## src/design/assert_macros.svh

```systemverilog
// Assertion macros shared by the tray margin selector RTL.
// Included by the modules that carry concurrent checks; needs clk and rst in scope.
`ifndef ASSERT_MACROS_SVH
`define ASSERT_MACROS_SVH

// Check sampled on clk, masked while rst is high.
`define CHK(lbl, prop, msg) \
  lbl: assert property (@(posedge clk) disable iff (rst) prop) \
    else $error(msg);

// Check sampled on clk, live through reset as well.
`define CHK_ALWAYS(lbl, prop, msg) \
  lbl: assert property (@(posedge clk) prop) \
    else $error(msg);

`endif

```

## src/design/tmbs_pkg.sv

```systemverilog
// Types, constants and helpers for the tray margin best-box selector.
// No dependencies; used by every other file of the block.
`default_nettype none

package tmbs_pkg;

  localparam int CW         = 12;  // pixel coordinate width
  localparam int HT_W       = 16;  // height in mm
  localparam int CNT_W      = 8;   // box index width
  localparam int THR_W      = 26;  // signed width of scaled margin lines
  localparam int REG_IDX_W  = 3;
  localparam int CFG_DATA_W = 12;

  typedef enum logic [REG_IDX_W-1:0] {
    REG_ROI_WIDTH  = 3'd0,
    REG_ROI_HEIGHT = 3'd1,
    REG_TRAY_COUNT = 3'd2,
    REG_TRAY_WIDTH = 3'd3,
    REG_SIDE_RATIO = 3'd4,
    REG_EDGE_RATIO = 3'd5,
    REG_ROW_OFFSET = 3'd6
  } reg_idx_t;

  localparam logic [CW-1:0] RST_ROI_WIDTH  = 12'd640;
  localparam logic [CW-1:0] RST_ROI_HEIGHT = 12'd480;
  localparam logic [3:0]    RST_TRAY_COUNT = 4'd1;
  localparam logic [CW-1:0] RST_TRAY_WIDTH = 12'd640;
  localparam logic [7:0]    RST_SIDE_RATIO = 8'd26;
  localparam logic [7:0]    RST_EDGE_RATIO = 8'd26;
  localparam logic [CW-1:0] RST_ROW_OFFSET = 12'd0;

  typedef struct packed {
    logic [CW-1:0]          x_min;
    logic [CW-1:0]          x_max;
    logic [CW-1:0]          y_min;
    logic [CW-1:0]          y_max;
    logic signed [HT_W-1:0] height_mm;
    logic                   last_box;
  } box_t;

  typedef struct packed {
    logic             found;
    logic [CNT_W-1:0] best_index;
    logic [CW-1:0]    center_x;
    logic [CW-1:0]    center_y;
    logic [CW-1:0]    best_x_min;
    logic [CW-1:0]    best_y_min;
    logic [CW-1:0]    best_x_max;
    logic [CW-1:0]    best_y_max;
  } res_t;

  // Margin lines scaled by 256, compared against 256 * centre.
  typedef struct packed {
    logic signed [THR_W-1:0] left;
    logic signed [THR_W-1:0] right;
    logic signed [THR_W-1:0] top;
    logic signed [THR_W-1:0] bot;
  } thr_t;

  // Floor midpoint of two coordinates.
  function automatic logic [CW-1:0] mid(input logic [CW-1:0] a, input logic [CW-1:0] b);
    logic [CW:0] s;
    s = {1'b0, a} + {1'b0, b};
    return s[CW:1];
  endfunction

endpackage

`default_nettype wire

```

## src/design/tmbs_near.sv

```systemverilog
// Near-side test of a box centre against the edge and divider margin lines.
// Depends on tmbs_pkg.
`default_nettype none

module tmbs_near #(
  parameter int MAX_TRAYS = 8
) (
  input  wire logic [tmbs_pkg::CW-1:0]           cx,
  input  wire logic [tmbs_pkg::CW-1:0]           cy,
  input  wire tmbs_pkg::thr_t                    thr,
  input  wire logic signed [tmbs_pkg::THR_W-1:0] div_lo [MAX_TRAYS],
  input  wire logic signed [tmbs_pkg::THR_W-1:0] div_hi [MAX_TRAYS],
  input  wire logic [MAX_TRAYS-1:0]              lane_en,
  output logic                                   at_margin
);
  import tmbs_pkg::*;

  logic signed [THR_W-1:0] sx, sy;
  logic [MAX_TRAYS-1:0]    lane_hit;
  logic                    edge_hit;

  assign sx = {{(THR_W-CW-8){1'b0}}, cx, 8'h00};
  assign sy = {{(THR_W-CW-8){1'b0}}, cy, 8'h00};

  for (genvar k = 0; k < MAX_TRAYS; k++) begin : g_hit
    assign lane_hit[k] = lane_en[k] && (sx > div_lo[k]) && (sx < div_hi[k]);
  end

  assign edge_hit = (sx < thr.left) || (sx > thr.right) ||
                    (sy < thr.top) || (sy > thr.bot);
  assign at_margin = edge_hit || (|lane_hit);

endmodule

`default_nettype wire

```

## config.mk

```make
export PLATFORM = sky130hd
export DESIGN_NAME = tmbs_near
export DESIGN_NICKNAME = d
export VERILOG_FILES = /design/src/design/assert_macros.svh /design/src/design/tmbs_pkg.sv /design/src/design/tmbs_near.sv
export SDC_FILE = /design/constraint.sdc
export NUM_CORES = 1
export LEC_CHECK = 0
export ABC_AREA = 0
export BUFFER_PORTS_ARGS = -buffer_cell sky130_fd_sc_hd__buf_2
export CORE_AREA = 4 4 215 217
export DETAILED_ROUTE_END_ITERATION = 12
export DIE_AREA = 0 0 219 221
export PLACE_DENSITY = 0.38
export SKIP_LAST_GASP = 1
export SYNTH_ARGS = -nofsm -noshare
export SYNTH_HDL_FRONTEND = slang
export SYNTH_SLANG_ARGS = --single-unit
```

## constraint.sdc

```tcl
create_clock -name vclk -period 3.07
set_input_delay 0.307 -clock vclk [all_inputs]
set_output_delay 0.307 -clock vclk [all_outputs]
set_load 0.005 [all_outputs]
```

==> impl_results.md, run 1 <==
- VDD IR max: ~0.050 mV
- Leakage Power: 6.60 nW
- Normalized max-slew margin: 53.9%
- DP HPWL: 38200 microns
- Grt total ovfl: 0
- Post-synthesis cell type count: 53
- WS Path Type: in2out
- Top cell type's share of synthesized area: about 44%
- Worst Path Arrival: 2.64 ns
- RePlAce Congestion: 0.850
- Final setup TNS: 0 ns
- Net Count, Synth: 1752
- Sequential cell area: 0 sq um
- Antenna violations before repair: 27
- Dpl ws: -0.603 ns
- Fin crit period: 2.95 ns
- Slowest stage delay, CP: 0.37 ns
- DR vias/cell: 4.27
- Final worst setup slack: 0.121 ns
- Synth Cell Area: 6820 sq um
- Yosys top cell by area: ha_1
- GRT busiest layer: met2
- Multi-input gate area: 6050 sq um
- Worst slew pin tran: between 0.6 and 0.7 ns
- Final Hold Viols: 0
- Slew Limit Fails: 0
- Utilization after layout: 24.9%
- Share of cells above drive strength 1: 40.2%
- Initial core utilization: 15.5%
- Seq cells: 0
- Vias in the first global route: 10100
- Most used cell, CP: buf_4
- Max cap viols: 0
- Final worst-path cycle share: 96.1%
- Post-synthesis area per instance: 7.11 sq um
- Met1 usage: between 10% and 20%
- Yosys warning total: 0
- Placed cells: 2149
- RSZ-0062 raised after global routing: false
- Worst EP required: ~2.8 ns
- PwrDens: 117 nW/um^2
- GRT Overall Usage: 16.1%
- Slowest cell on the critical path: a2111oi_1
- CP Launch Type: input pin
- Vias: 9222
- Status: finished clean
- Syn-to-layout area delta: 61.0%
- Drc violations: 0
- M3 GR Usage: under 10%
- Detail Route Antenna Nets: 0
- Die Height: 221 microns
- Fill cells: around 5000
- Largest net degree at the start of global routing: 18
- Endpoints failing setup: 0
- DR pass1 iterations: 6
- Die extent in x: around 220 microns
- Die footprint: 48400 sq um
- Register area share after synthesis: 0%
- DR WL/cell: around 19 microns
- Cells along the critical path: buf_4 > buf_12 > ha_1 > a21o_1 > nand3_1 > a21oi_1 > o31a_4 > a2111oi_1 > buf_4 > a2111oi_4 > buf_4 > nand3_2 > buf_2
- Routed wire length: 41500 microns
- PortBufs: 553
- CP Buf/Inv Count: 5
- Starting DRC count in detailed routing: 274
- Grt met2 use: 30.8%
- Post-Syn Instances: 960
- Area contributors post-synth: ha_1, inv_1, a21oi_1, a21o_1, nand4_1
- Top delay family on crit path: compound AO/OA/AOI/OAI gates
- FP Rows: 77
- CP max FO: 16
- Fin cells: 2160
- I/O pin count: 553
- Layout clock buffers: 0
- Final net count: 2352
- Hold Path Class: in2out
- Core area: 44100 sq um
- CP endpoint kind: output port
- First-pass GRT wire length: between 50000 and 60000 microns
- Max Fclk: around 0.34 GHz
## per-layer routing
| layer | share of wire, % | vias up |
|---|---|---|
| met5 | 0.42 | - |
| met4 | 2.1 | 28 |
| met3 | 8.1 | 62 |
| met2 | 50 | 378 |
| met1 | 40 | 4051 |
| li1 | - | 4703 |
## synthesized netlist by cell type, drive strengths merged (3+ instances only)
cell type and instances:
o211ai 6, and4b 3, ha 240, nor3 18, and4 7, nor3b 5, or3 5, or4 9
a21oi 77, o221ai 3, nor4bb 4, nand2 40, nor4b 7, a21o 37, a221oi 6, nand3b 3
a2111oi 5, nor2b 6, and3 4, o21ai 27, a211oi 15, nor2 43, o31ai 3, a221o 3
nor4 39, a41o 5, inv 247, nand3 23, a31oi 11, nand4 38, o31a 3
## power by group
group / internal, mW / switching (mW) / leakage (nW) / total, mW
Combinational: 0.639 / 0.641 / 6.60 / 1.28
Sequential: 0 / 0 / 0 / 0
Clock: 0.000000436 / 0 / 0.0000634 / 0.000000436
## final timing paths
kind | from | endpoint | slack [ns] | cells past startpoint
worst min-delay path | thr[25] | at_margin | 1.22 | 6
worst max-delay path | cx[3] | at_margin | 0.12 | 13
## final cells by class
cell class | instances | area share (%)
Antenna cell | 10 | 0.228
Tap cell | 592 | 6.74
Multi-Input combinational cell | 713 | 55.1
Inverter | 247 | 8.44
Timing Repair Buffer | 598 | 29.5
## logic make-up (layout without fill, tap and decap cells)
logic type                 count (synthesis)  count (layout)  share of synthesized area [%]
and+or+nand+nor                          259             259                           21.6
buffers and inverters                    247             845                           13.6
adders and majority gates                240             240                           44.0
AOI/OAI and AO/OA                        214             214                           20.8
other                                      0              10                              0
## what timing repair did
item,CTS,global route
pin swaps,4,4
hold buffers,0,0
resized for setup,27,18
buffers inserted,0,1
setup endpoints to repair,1,1
## per-stage QoR
step,instance area [sq um],power (mW),hold slack [ns]
floorplan,6820,0.546,0.836
global placement,10700,1.25,1.31
detailed placement,10700,1.26,1.30
CTS,10900,1.30,1.24
global route,11000,1.47,1.24
finish,11000,1.28,1.22
## cells in the final DEF (no fill, tap or decap), drive strengths merged, types with 4 or more instances in the layout
master	synthesis	final
a21oi	77	77
nor4	39	39
o21ai	27	27
and3	4	4
inv	247	247
nor2	43	43
a21o	37	37
nor4bb	4	4
ha	240	240
a211oi	15	15
nor4b	7	7
nand2	40	40
nor3	18	18
a31oi	11	11
nor2b	6	6
or4	9	9
and4	7	7
a41o	5	5
o211ai	6	6
diode	0	10
or3	5	5
nand4	38	38
a2111oi	5	5
buf	0	598
a221oi	6	6
nor3b	5	5
nand3	23	23
(Power assumes the default switching activity.)
==> inputs of run 2 (changes only) <==
--- a/config.mk
+++ b/config.mk
@@ -10,8 +10,8 @@
 export CORE_AREA = 4 4 215 217
 export DETAILED_ROUTE_END_ITERATION = 12
 export DIE_AREA = 0 0 219 221
-export PLACE_DENSITY = 0.38
 export SKIP_LAST_GASP = 1
 export SYNTH_ARGS = -nofsm -noshare
 export SYNTH_HDL_FRONTEND = slang
 export SYNTH_SLANG_ARGS = --single-unit
+export TNS_END_PERCENT = 50
==> impl_results.md, run 2 (same netlist as run 1, synthesis figures left out) <==
- Final worst-path cycle share: around 100%
- RePlAce Congestion: 0.866
- Detail Route Antenna Nets: 0
- Cells along the critical path: buf_8 > buf_6 > ha_4 > nor3b_2 > nand4_1 > a2111o_1 > a211oi_4 > nor4_4 > a2111oi_4 > buf_4 > nand3_4 > buf_6
- Max cap viols: 0
- GRT Overall Usage: 17.0%
- DR WL/cell: roughly 20 microns
- CP Launch Type: input pin
- Fin crit period: 3.07 ns
- Initial core utilization: between 10% and 20%
- Sequential cell area: 0 sq um
- PortBufs: around 550
- Layout clock buffers: 0
- Drc violations: 0
- FP Rows: 77
- PwrDens: approximately 120 nW/um^2
- Routed wire length: 44400 microns
- DR pass1 iterations: 5
- CP max FO: 4
- Final net count: 2371
- WS Path Type: in2out
- I/O pin count: 553
- DP HPWL: roughly 40000 microns
- Seq cells: 0
- Largest net degree at the start of global routing: 18
- Hold Path Class: in2out
- Vias: 9768
- RSZ-0062 raised after global routing: true
- Normalized max-slew margin: 51.3%
- Vias in the first global route: between 10000 and 15000
- Status: finished clean
- Slowest stage delay, CP: 0.50 ns
- Antenna violations before repair: 16
- Core area: between 40000 and 50000 sq um
- Slew Limit Fails: 0
- First-pass GRT wire length: 61900 microns
- Grt total ovfl: 0
- Final Hold Viols: 0
- DR vias/cell: 4.49
- Most used cell, CP: buf_6
- Syn-to-layout area delta: 66.0%
- Die footprint: slightly below 50000 sq um
- Worst Path Arrival: about 2.8 ns
- Die extent in x: 219 microns
- Endpoints failing setup: 0
- Die Height: about 220 microns
- VDD IR max: approximately 0.053 mV
- Starting DRC count in detailed routing: 305
- CP endpoint kind: output port
- Fill cells: 4905
- Commonest non-fill, non-tap cell in the layout: buf_2
- Leakage Power: a little under 7 nW
- Worst slew pin tran: 0.724 ns
- CP Buf/Inv Count: 4
- Power consumption: 1.37 mW
- Slowest cell on the critical path: a2111o_1
- Worst EP required: between 2 and 3 ns
- Most frequent cells in the layout: buf_2, inv_1, ha_1, a21oi_1, buf_4
- Share of cells above drive strength 1: 42.0%
- Top delay family on crit path: compound AO/OA/AOI/OAI gates
- Max Fclk: 0.326 GHz
- Final setup TNS: 0 ns
==> run 2: changes by cell type in the layout (fill, tap and decap cells not counted), sizes merged <==
cell and change:
buf +19, diode -4
==> run 2: final cells by class <==
cell class	instances	area, sq um	share of cell area (%)
diodes	6	15.0	0.133
inverters	247	927	8.19
multi-input cells	713	6210	54.8
well taps	592	741	6.54
repair buffers	617	3430	30.3
==> run 2: what timing repair did <==
action                     4_1_cts  5_1_grt
gates resized for setup         63       19
pin swaps                       14        7
setup buffers                    7        2
hold buffers                     0        0
setup endpoints to repair        1        1
==> run 2: per-layer routing <==
metal / share of wire [%] / up-vias / track usage [%]
li1: - / 4740 / -
met1: 38 / 4497 / 18.8
met2: 53 / 460 / 34.3
met3: 6.4 / 65 / 1.88
met4: 2.4 / 6 / 3.16
met5: 0.092 / - / 0
==> run 2: through the flow <==
step	utilization [%]	cells	hold WS, ns	cell area [sq um]	setup slack [ns]
floorplan	-	960	0.836	6820	0.772
global placement	24.5	2160	1.42	10800	-1.09
detailed placement	24.5	2160	1.43	10800	-1.18
CTS	25.3	2167	1.30	11200	-0.0492
global route	25.7	2174	1.31	11300	-0.145
finish	25.7	2175	1.26	11300	0.00380
==> run 2: path summary, 6_finish.rpt <==
kind / end / start / cells past startpoint
setup / recovery: at_margin / cx[0] / 12
hold / removal: at_margin / thr[25] / 6
==> run 2: where the power goes <==
group / internal, mW / total (mW) / switching [mW]
logic: 0.673 / 1.37 / 0.702
registers: 0 / 0 / 0
clock network: 0.000000263 / 0.000000263 / 0
