<file path="src/design/assert_macros.svh">
// Assertion macros shared by the tray margin selector RTL.
// Included by the modules that carry concurrent checks; needs clk and rst in scope.
`ifndef ASSERT_MACROS_SVH
`define ASSERT_MACROS_SVH

// Check sampled on clk, masked while rst is high.
`define CHK(lbl, prop, msg) \
  lbl: assert property (@(posedge clk) disable iff (rst) prop) \
    else $error(msg);

// Check sampled on clk, live through reset as well.
`define CHK_ALWAYS(lbl, prop, msg) \
  lbl: assert property (@(posedge clk) prop) \
    else $error(msg);

`endif

</file>
<file path="src/design/tmbs_pkg.sv">
// Types, constants and helpers for the tray margin best-box selector.
// No dependencies; used by every other file of the block.
`default_nettype none

package tmbs_pkg;

  localparam int CW         = 12;  // pixel coordinate width
  localparam int HT_W       = 16;  // height in mm
  localparam int CNT_W      = 8;   // box index width
  localparam int THR_W      = 26;  // signed width of scaled margin lines
  localparam int REG_IDX_W  = 3;
  localparam int CFG_DATA_W = 12;

  typedef enum logic [REG_IDX_W-1:0] {
    REG_ROI_WIDTH  = 3'd0,
    REG_ROI_HEIGHT = 3'd1,
    REG_TRAY_COUNT = 3'd2,
    REG_TRAY_WIDTH = 3'd3,
    REG_SIDE_RATIO = 3'd4,
    REG_EDGE_RATIO = 3'd5,
    REG_ROW_OFFSET = 3'd6
  } reg_idx_t;

  localparam logic [CW-1:0] RST_ROI_WIDTH  = 12'd640;
  localparam logic [CW-1:0] RST_ROI_HEIGHT = 12'd480;
  localparam logic [3:0]    RST_TRAY_COUNT = 4'd1;
  localparam logic [CW-1:0] RST_TRAY_WIDTH = 12'd640;
  localparam logic [7:0]    RST_SIDE_RATIO = 8'd26;
  localparam logic [7:0]    RST_EDGE_RATIO = 8'd26;
  localparam logic [CW-1:0] RST_ROW_OFFSET = 12'd0;

  typedef struct packed {
    logic [CW-1:0]          x_min;
    logic [CW-1:0]          x_max;
    logic [CW-1:0]          y_min;
    logic [CW-1:0]          y_max;
    logic signed [HT_W-1:0] height_mm;
    logic                   last_box;
  } box_t;

  typedef struct packed {
    logic             found;
    logic [CNT_W-1:0] best_index;
    logic [CW-1:0]    center_x;
    logic [CW-1:0]    center_y;
    logic [CW-1:0]    best_x_min;
    logic [CW-1:0]    best_y_min;
    logic [CW-1:0]    best_x_max;
    logic [CW-1:0]    best_y_max;
  } res_t;

  // Margin lines scaled by 256, compared against 256 * centre.
  typedef struct packed {
    logic signed [THR_W-1:0] left;
    logic signed [THR_W-1:0] right;
    logic signed [THR_W-1:0] top;
    logic signed [THR_W-1:0] bot;
  } thr_t;

  // Floor midpoint of two coordinates.
  function automatic logic [CW-1:0] mid(input logic [CW-1:0] a, input logic [CW-1:0] b);
    logic [CW:0] s;
    s = {1'b0, a} + {1'b0, b};
    return s[CW:1];
  endfunction

endpackage

`default_nettype wire

</file>
<file path="src/design/tmbs_track.sv">
// Running best-box state per frame and the result register.
// Depends on tmbs_pkg and assert_macros.svh.
`default_nettype none

module tmbs_track #(
  parameter int MAX_BOXES = 256
) (
  input  wire logic          clk,
  input  wire logic          rst,
  input  wire logic          fire,
  input  wire tmbs_pkg::box_t item,
  input  wire logic          at_margin,
  input  wire logic          res_ready,
  output logic               res_valid,
  output tmbs_pkg::res_t     res_data
);
  import tmbs_pkg::*;

  localparam int CNT_LIMIT = (MAX_BOXES - 1 > 255) ? 255 : MAX_BOXES - 1;
  localparam logic [CNT_W-1:0] CNT_MAX = CNT_W'(CNT_LIMIT);

  logic signed [HT_W-1:0] best_height, best_height_next;
  logic [CNT_W-1:0]       best_position, best_position_next;
  logic [CNT_W-1:0]       box_counter, box_counter_next;
  logic [CW-1:0]          best_x_min, best_x_min_next;
  logic [CW-1:0]          best_y_min, best_y_min_next;
  logic [CW-1:0]          best_x_max, best_x_max_next;
  logic [CW-1:0]          best_y_max, best_y_max_next;
  logic                   have_best, have_best_next;
  logic                   take;
  logic                   frame_end;
  res_t                   res_next;

  assign take      = fire && !at_margin && (item.height_mm > best_height);
  assign frame_end = fire && item.last_box;

  always_comb begin
    best_height_next   = best_height;
    best_position_next = best_position;
    best_x_min_next    = best_x_min;
    best_y_min_next    = best_y_min;
    best_x_max_next    = best_x_max;
    best_y_max_next    = best_y_max;
    have_best_next     = have_best;
    box_counter_next   = box_counter;
    if (take) begin
      best_height_next   = item.height_mm;
      best_position_next = box_counter;
      best_x_min_next    = item.x_min;
      best_y_min_next    = item.y_min;
      best_x_max_next    = item.x_max;
      best_y_max_next    = item.y_max;
      have_best_next     = 1'b1;
    end
    if (fire && (box_counter < CNT_MAX)) begin
      box_counter_next = box_counter + 1'b1;
    end
  end

  // With nothing found every field is still at its cleared zero.
  always_comb begin
    res_next.found      = have_best_next;
    res_next.best_index = best_position_next;
    res_next.center_x   = mid(best_x_min_next, best_x_max_next);
    res_next.center_y   = mid(best_y_min_next, best_y_max_next);
    res_next.best_x_min = best_x_min_next;
    res_next.best_y_min = best_y_min_next;
    res_next.best_x_max = best_x_max_next;
    res_next.best_y_max = best_y_max_next;
  end

  always_ff @(posedge clk) begin
    if (rst || frame_end) begin
      best_height   <= '0;
      best_position <= '0;
      box_counter   <= '0;
      best_x_min    <= '0;
      best_y_min    <= '0;
      best_x_max    <= '0;
      best_y_max    <= '0;
      have_best     <= 1'b0;
    end else begin
      best_height   <= best_height_next;
      best_position <= best_position_next;
      box_counter   <= box_counter_next;
      best_x_min    <= best_x_min_next;
      best_y_min    <= best_y_min_next;
      best_x_max    <= best_x_max_next;
      best_y_max    <= best_y_max_next;
      have_best     <= have_best_next;
    end
  end

  always_ff @(posedge clk) begin
    if (rst) begin
      res_valid <= 1'b0;
    end else if (frame_end) begin
      res_valid <= 1'b1;
    end else if (res_ready) begin
      res_valid <= 1'b0;
    end
  end

  always_ff @(posedge clk) begin
    if (frame_end) begin
      res_data <= res_next;
    end
  end

`include "assert_macros.svh"

  `CHK(a_clear_after_last, frame_end |=> box_counter == '0 && !have_best, "frame not cleared")
  `CHK(a_empty_result_zero, res_valid && !res_data.found |-> res_data == '0, "nonzero empty result")
  `CHK_ALWAYS(a_best_positive, have_best |-> best_height > 0, "kept box has non-positive height")
  `CHK(a_count_limit, box_counter <= CNT_MAX, "box counter past its limit")

endmodule

`default_nettype wire

</file>
<file path="config.mk">
export PLATFORM = sky130hd
export DESIGN_NAME = tmbs_track
export DESIGN_NICKNAME = d
export VERILOG_FILES = /design/src/design/tmbs_pkg.sv /design/src/design/tmbs_track.sv
export VERILOG_INCLUDE_DIRS = /design/src /design/src/design
export SDC_FILE = /design/constraint.sdc
export NUM_CORES = 1
export LEC_CHECK = 0
export BUFFER_PORTS_ARGS = -buffer_cell sky130_fd_sc_hd__buf_4
export CAP_MARGIN = 0
export CORE_MARGIN = 2
export CORE_UTILIZATION = 51
export DETAILED_ROUTE_END_ITERATION = 8
export PLACE_DENSITY_LB_ADDON = 0.1
export SLEW_MARGIN = 20
export SYNTH_ARGS = -nofsm -noshare
export SYNTH_HDL_FRONTEND = slang
export SYNTH_SLANG_ARGS = --single-unit
</file>
<file path="constraint.sdc">
create_clock -name clk -period 11.91 [get_ports clk]
set_clock_uncertainty 0.05 [all_clocks]
set_input_delay 1.7865 -clock clk [delete_from_list [all_inputs] [get_ports clk]]
set_output_delay 1.7865 -clock clk [all_outputs]
set_load 0.05 [all_outputs]
</file>
==> results.toml, run 1 <==
[outcome]
status = "finished clean"

[layout]
nNetsFinal = 993
diodes = 0
fin_area_um2 = 9110
drive_gt1_frac = 0.216
fin_util = 0.654
ff_latch_area_um2 = 4070
final_cell_mix = "nand2_1, buf_4, dfxtp_1, edfxtp_1, a21oi_1"
fillers = 1104
multiInputGateArea_um2 = 2990
final_common_cell = "nand2_1"
syn_to_final_growth_pct = 24.8
instances_no_fill = 1077

[power]
internal_power_mw = 0.969
pwr-share-comb = 0.163
leakage_nw = 4.03
pwr-share-seq = 0.474
p_sw_frac = 0.269
ir_drop_mv = 0.0835
power_density_nw_per_um2 = 145
p_sw_mw = 0.356
finalPower_mw = 1.33
p_clk_frac = 0.363

[clock_network]
clock-root-buffer = "clkbuf_16"
clk_path_buf_depth = 2
cts_tree = "done"
cts_buffers = 17
htreeDepth = 4
cts_resized = 0
clk_pin_slew_ns = 0.06
cts_hold_buf = 0
clock_latency_ns = 0.42
clock-sinks = 163
postCtsSetupRepairBufs = 0

[detailed_routing]
drt-vias-per-instance = 5.28
antenna_left = 0
routed_wl_um = 16700
routedWlPerCell_um = 15.5
dr.pass1.iters = 5
dr_total_vias = 5687
first_iter_violations = 412
remaining_drc_errors = 0

[setup_path]
path_max_fanout = 44
cp.arrival_ns = 6.80
cp_data_required_time_ns = 12.01
critPathKind = "in2reg"
cp-end-kind = "flop"
cp-start-kind = "input pin"

[logic_synthesis]
synthSimpleGateAreaFrac = 0.171
yosys_warnings = 0
synth-xor-area-share = 0.0336
synth.avg_cell_area_um2 = 9.92
syn-cell-area_um2 = 7300
synth-edff-count = 81
synthCells = 736
ys_seq_elements = 163
synth_nets = 845
synth-compound-area-share = 0.114
synth_flop_cell = "dfxtp_1"
synthMuxAreaShare = 0.0151
ys_types = 56
ys_async_sr_fraction = 0
yosys.area_share.adder = 0.0744
synth.yosys.seq_area_share = 0.558
synth_top_family_by_area = "simple AND/OR/NAND/NOR gates"

[sta]
rsz0062_at_grt = "no"
worstMarginPinSlew_ns = 1.09
period_share = 0.562
fmax_ghz = 0.149
hold_viol = 0
finalCriticalPeriod_ns = 6.70
slew_violations = 0
setup_violations = 0
tns_ns = 0
max-slew-margin-rel = 0.274

[global_routing]
overflow = 0
grt_util_all_layers = 0.223
grt_pass1_wl_um = 26200
grt_antenna_before_repair = 0
grt_pass1_vias = 5517
grt_start_max_net_pins = 82

[hold_path]
hp-class = "reg2reg"

[run]
max-cap-violations = 0

[placed_design]
dp.cells = 1045
portBuffers = 151
gp_congestion = 0.820
placed_area_um2 = 8600
dp_hpwl_um = 11800

[die]
die_w_um = 124
dieArea_um2 = 15300
die_height_um = 124
core_um2 = 13900
num_rows = 43
io_pins = 152
initial_core_util = 0.524
-- path summary, 6_finish.rpt --
check	start	endpoint	slack (ns)	cells after the start
setup / recovery	item[16]	res_data[71]$_DFFE_PP_	5.21	20
hold / removal	best_height[4]$_SDFFE_PP0N_	best_height[4]$_SDFFE_PP0N_	0.40	2
setup reg to reg	best_height[15]$_SDFFE_PP0N_	res_data[71]$_DFFE_PP_	6.33	20
hold reg to reg	best_height[4]$_SDFFE_PP0N_	best_height[4]$_SDFFE_PP0N_	0.40	2
-- critical path, stage by stage --
cell and delay (ns):
buf_4 0.12, ha_1 0.40, nand4_2 0.19, o41a_1 0.48, and2_4 0.18, o31a_4 0.15
nor2_4 0.83, buf_4 0.51, nand2_1 0.12, nand2_1 0.10, ha_1 0.28, a21o_1 0.22
maj3_1 0.36, nand3_1 0.09, a21o_1 0.10, a21oi_1 0.08, o21ai_1 0.17, a21boi_1 0.12
o31ai_1 0.35, o21ai_1 0.13
-- cells in the mapped netlist (all sizes together) (2+ instances only) --
cell	n	area, um2
ha	37	463
nand2	197	739
o311ai	2	25.0
nor2	31	116
and2	4	27.5
xor2	10	87.6
fa	2	40.0
nand3	8	40.0
clkbuf	25	93.8
nor2b	19	119
mux2i	11	110
inv	38	143
a21o	11	82.6
nand4	7	50.1
a21oi	76	384
o21ai	20	100
nand2b	7	43.8
nor3	7	35.0
o31a	2	26.3
maj3	4	40.0
a311oi	2	17.5
or3	3	18.8
a2111oi	2	23.8
edfxtp	81	2430
or2	2	12.5
xnor2	18	158
a31oi	5	37.5
o31ai	4	40.0
and3	2	12.5
o211ai	2	15.0
dfxtp	82	1640
-- kinds of logic after synthesis --
group / Yosys count
adders and majority gates: 43
buffers and inverters: 64
DFF: 163
AOI/OAI and AO/OA: 136
xor gates and xnor gates: 28
muxes: 11
and+or+nand+nor: 291
-- layout make-up --
type,instances,area share
clock buffers,26,0.0526
flip-flops and latches,163,0.447
clock inverters,6,0.00371
inverters,38,0.0157
well taps,180,0.0247
multi-input cells,509,0.329
repair buffers,155,0.128
-- power groups by stage --
stage                     registers, mW  logic, mW  clock network, mW
after floorplan                   0.691     0.0933                  0
after global placement            0.639      0.210                  0
after detailed placement          0.640      0.216                  0
after CTS                         0.628      0.217              0.488
after global routing              0.630      0.235              0.512
final                             0.628      0.216              0.481
-- routing by layer --
layer	wire length, um	share of wire	GRT usage	up-vias
li1	-	-	-	2826
met4	336	0.020	0.0909	0
met3	954	0.057	0.0476	29
met1	7250	0.43	0.279	2664
met2	8130	0.49	0.377	168
met5	0	0	0	-
-- metrics by stage --
| step | hold slack, ns | setup WS [ns] |
|---|---|---|
| floorplan | 0.382 | 5.85 |
| global placement | 0.389 | 4.97 |
| detailed placement | 0.397 | 4.82 |
| CTS | 0.405 | 5.24 |
| global route | 0.426 | 4.88 |
| finish | 0.404 | 5.21 |
-- flip-flops by register name, summed over array words and instances (netlist names) --
signal,flops
res_data,81
box_counter,8
have_best,1
best_x_min,12
res_valid,1
best_y_max,12
best_height,16
best_position,8
best_x_max,12
best_y_min,12
Power figures use the tool's default switching activity.
==> run 2: changes to the inputs <==
--- a/config.mk
+++ b/config.mk
@@ -9,7 +9,7 @@
 export BUFFER_PORTS_ARGS = -buffer_cell sky130_fd_sc_hd__buf_4
 export CAP_MARGIN = 0
 export CORE_MARGIN = 2
-export CORE_UTILIZATION = 51
+export CORE_UTILIZATION = 49
 export DETAILED_ROUTE_END_ITERATION = 8
 export PLACE_DENSITY_LB_ADDON = 0.1
 export SLEW_MARGIN = 20
==> constraint.sdc (replaced) <==
create_clock -name clk -period 6 [get_ports clk]
set_clock_uncertainty 0.05 [all_clocks]
set_input_delay 0.9 -clock clk [delete_from_list [all_inputs] [get_ports clk]]
set_output_delay 0.9 -clock clk [all_outputs]
set_load 0.05 [all_outputs]
==> results.toml, run 2 (synthesis results as in run 1) <==
[outcome]
status = "finished clean"

[sta]
tns_ns = 0
slew_violations = 0
finalCriticalPeriod_ns = 5.40
worstMarginPinSlew_ns = 0.691
fmax_ghz = 0.185
worst_hold_slack_ns = 0.399
setup_violations = 0
hold_viol = 0
rsz0062_at_grt = "no"
setup_ws_ns = 0.601
max-slew-margin-rel = 0.539
period_share = 0.900

[placed_design]
gp_congestion = 0.829
dp_slack_ns = 0.239
dp_hpwl_um = 11800
portBuffers = 151
placed_area_um2 = 8620

[detailed_routing]
routed_wl_um = 16400
dr_total_vias = 5615
remaining_drc_errors = 0
dr.pass1.iters = 5
routedWlPerCell_um = 15.2
antenna_left = 0
first_iter_violations = 570
drt-vias-per-instance = 5.18

[die]
dieArea_um2 = 15900
num_rows = 44
die_height_um = 126
initial_core_util = 0.502
core_um2 = 14500
die_w_um = 126
io_pins = 152

[clock_network]
clock-root-buffer = "clkbuf_16"
clock_latency_ns = 0.41
htreeDepth = 4
cts_hold_buf = 0
cts_buffers = 17
cts_resized = 0
cts_tree = "done"
clk_pin_slew_ns = 0.06
clk_path_buf_depth = 2
clock-sinks = 163
postCtsSetupRepairBufs = 0

[global_routing]
grt_start_max_net_pins = 63
grt_pass1_wl_um = 26800
overflow = 0
grt_pass1_vias = 5638
grt_util_all_layers = 0.210
grt_antenna_before_repair = 0

[power]
ir_drop_mv = 0.180
leakage_nw = 4.09
power_density_nw_per_um2 = 305
finalPower_mw = 2.82

[layout]
syn_to_final_growth_pct = 26.7
fillers = 1177
largest_register_ffs = 81
nNetsFinal = 995
regMostFlops = "res_data"
biggestRegsByFlops = "res_data x81, best_height x16"
diodes = 0
drive_gt1_frac = 0.222
final_cell_mix = "nand2_1, buf_4, dfxtp_1, edfxtp_1, a21oi_1"
final_common_cell = "nand2_1"
fin_area_um2 = 9250

[setup_path]
path_max_fanout = 44
cp-end-kind = "flop"
cp_data_required_time_ns = 6.10
cp-startpoint = "item[16]"
cp-start-kind = "input pin"
critPathKind = "in2reg"
reg2reg_from = "best_height[15]$_SDFFE_PP0N_"
cp.arrival_ns = 5.50

[hold_path]
min_from = "best_height[12]$_SDFFE_PP0N_"
hp-class = "reg2reg"

[run]
max-cap-violations = 0
-- run 2: per-stage QoR --
| step | std cells | utilization |
|---|---|---|
| 2_1_floorplan | 736 | - |
| 3_3_place_gp | 1051 | 0.593 |
| 3_5_place_dp | 1051 | 0.593 |
| 4_1_cts | 1083 | 0.636 |
| 5_1_grt | 1083 | 0.636 |
| 6_report | 1083 | 0.636 |
-- run 2: final timing paths --
check                                       to  slack [ns]  cells past startpoint
hold / removal    best_height[12]$_SDFFE_PP0N_        0.40                      2
hold reg to reg   best_height[12]$_SDFFE_PP0N_        0.40                      2
setup / recovery        res_data[71]$_DFFE_PP_        0.60                     20
setup reg to reg        res_data[71]$_DFFE_PP_        0.84                     20
-- run 2: power by group --
part | internal (mW) | switching (mW) | total, mW
clock | 0.710 | 0.436 | 1.15
sequential | 1.23 | 0.0175 | 1.24
combinational | 0.149 | 0.281 | 0.430
-- run 2: worst max-delay path: stages --
cell and delay (ns):
buf_4 0.12, ha_1 0.41, nand4_2 0.20, o41a_1 0.50, and2_4 0.19, o31a_4 0.14, nor2_4 0.33, buf_4 0.50
nand2_1 0.14, nand2_1 0.11, ha_1 0.28, a21o_1 0.23, maj3_1 0.37, nand3_1 0.09, a21o_1 0.10, a21oi_1 0.08
o21ai_1 0.19, a21boi_1 0.13, o31ai_1 0.35, o21ai_1 0.13
-- run 2: cell type report --
class | count | area (um2) | share of cell area
Clock buffer | 20 | 447 | 0.0483
Clock inverter | 12 | 180 | 0.0195
Timing Repair Buffer | 157 | 1180 | 0.127
Sequential cell | 163 | 4070 | 0.441
Multi-Input combinational cell | 509 | 2990 | 0.324
Tap cell | 184 | 230 | 0.0249
Inverter | 38 | 143 | 0.0154
-- run 2: layer usage --
metal	track usage	vias to the layer above	wire, um
met5	0	-	0
met4	0.0814	0	332
met3	0.0446	28	898
met2	0.346	151	7890
met1	0.272	2615	7300
li1	-	2821	-
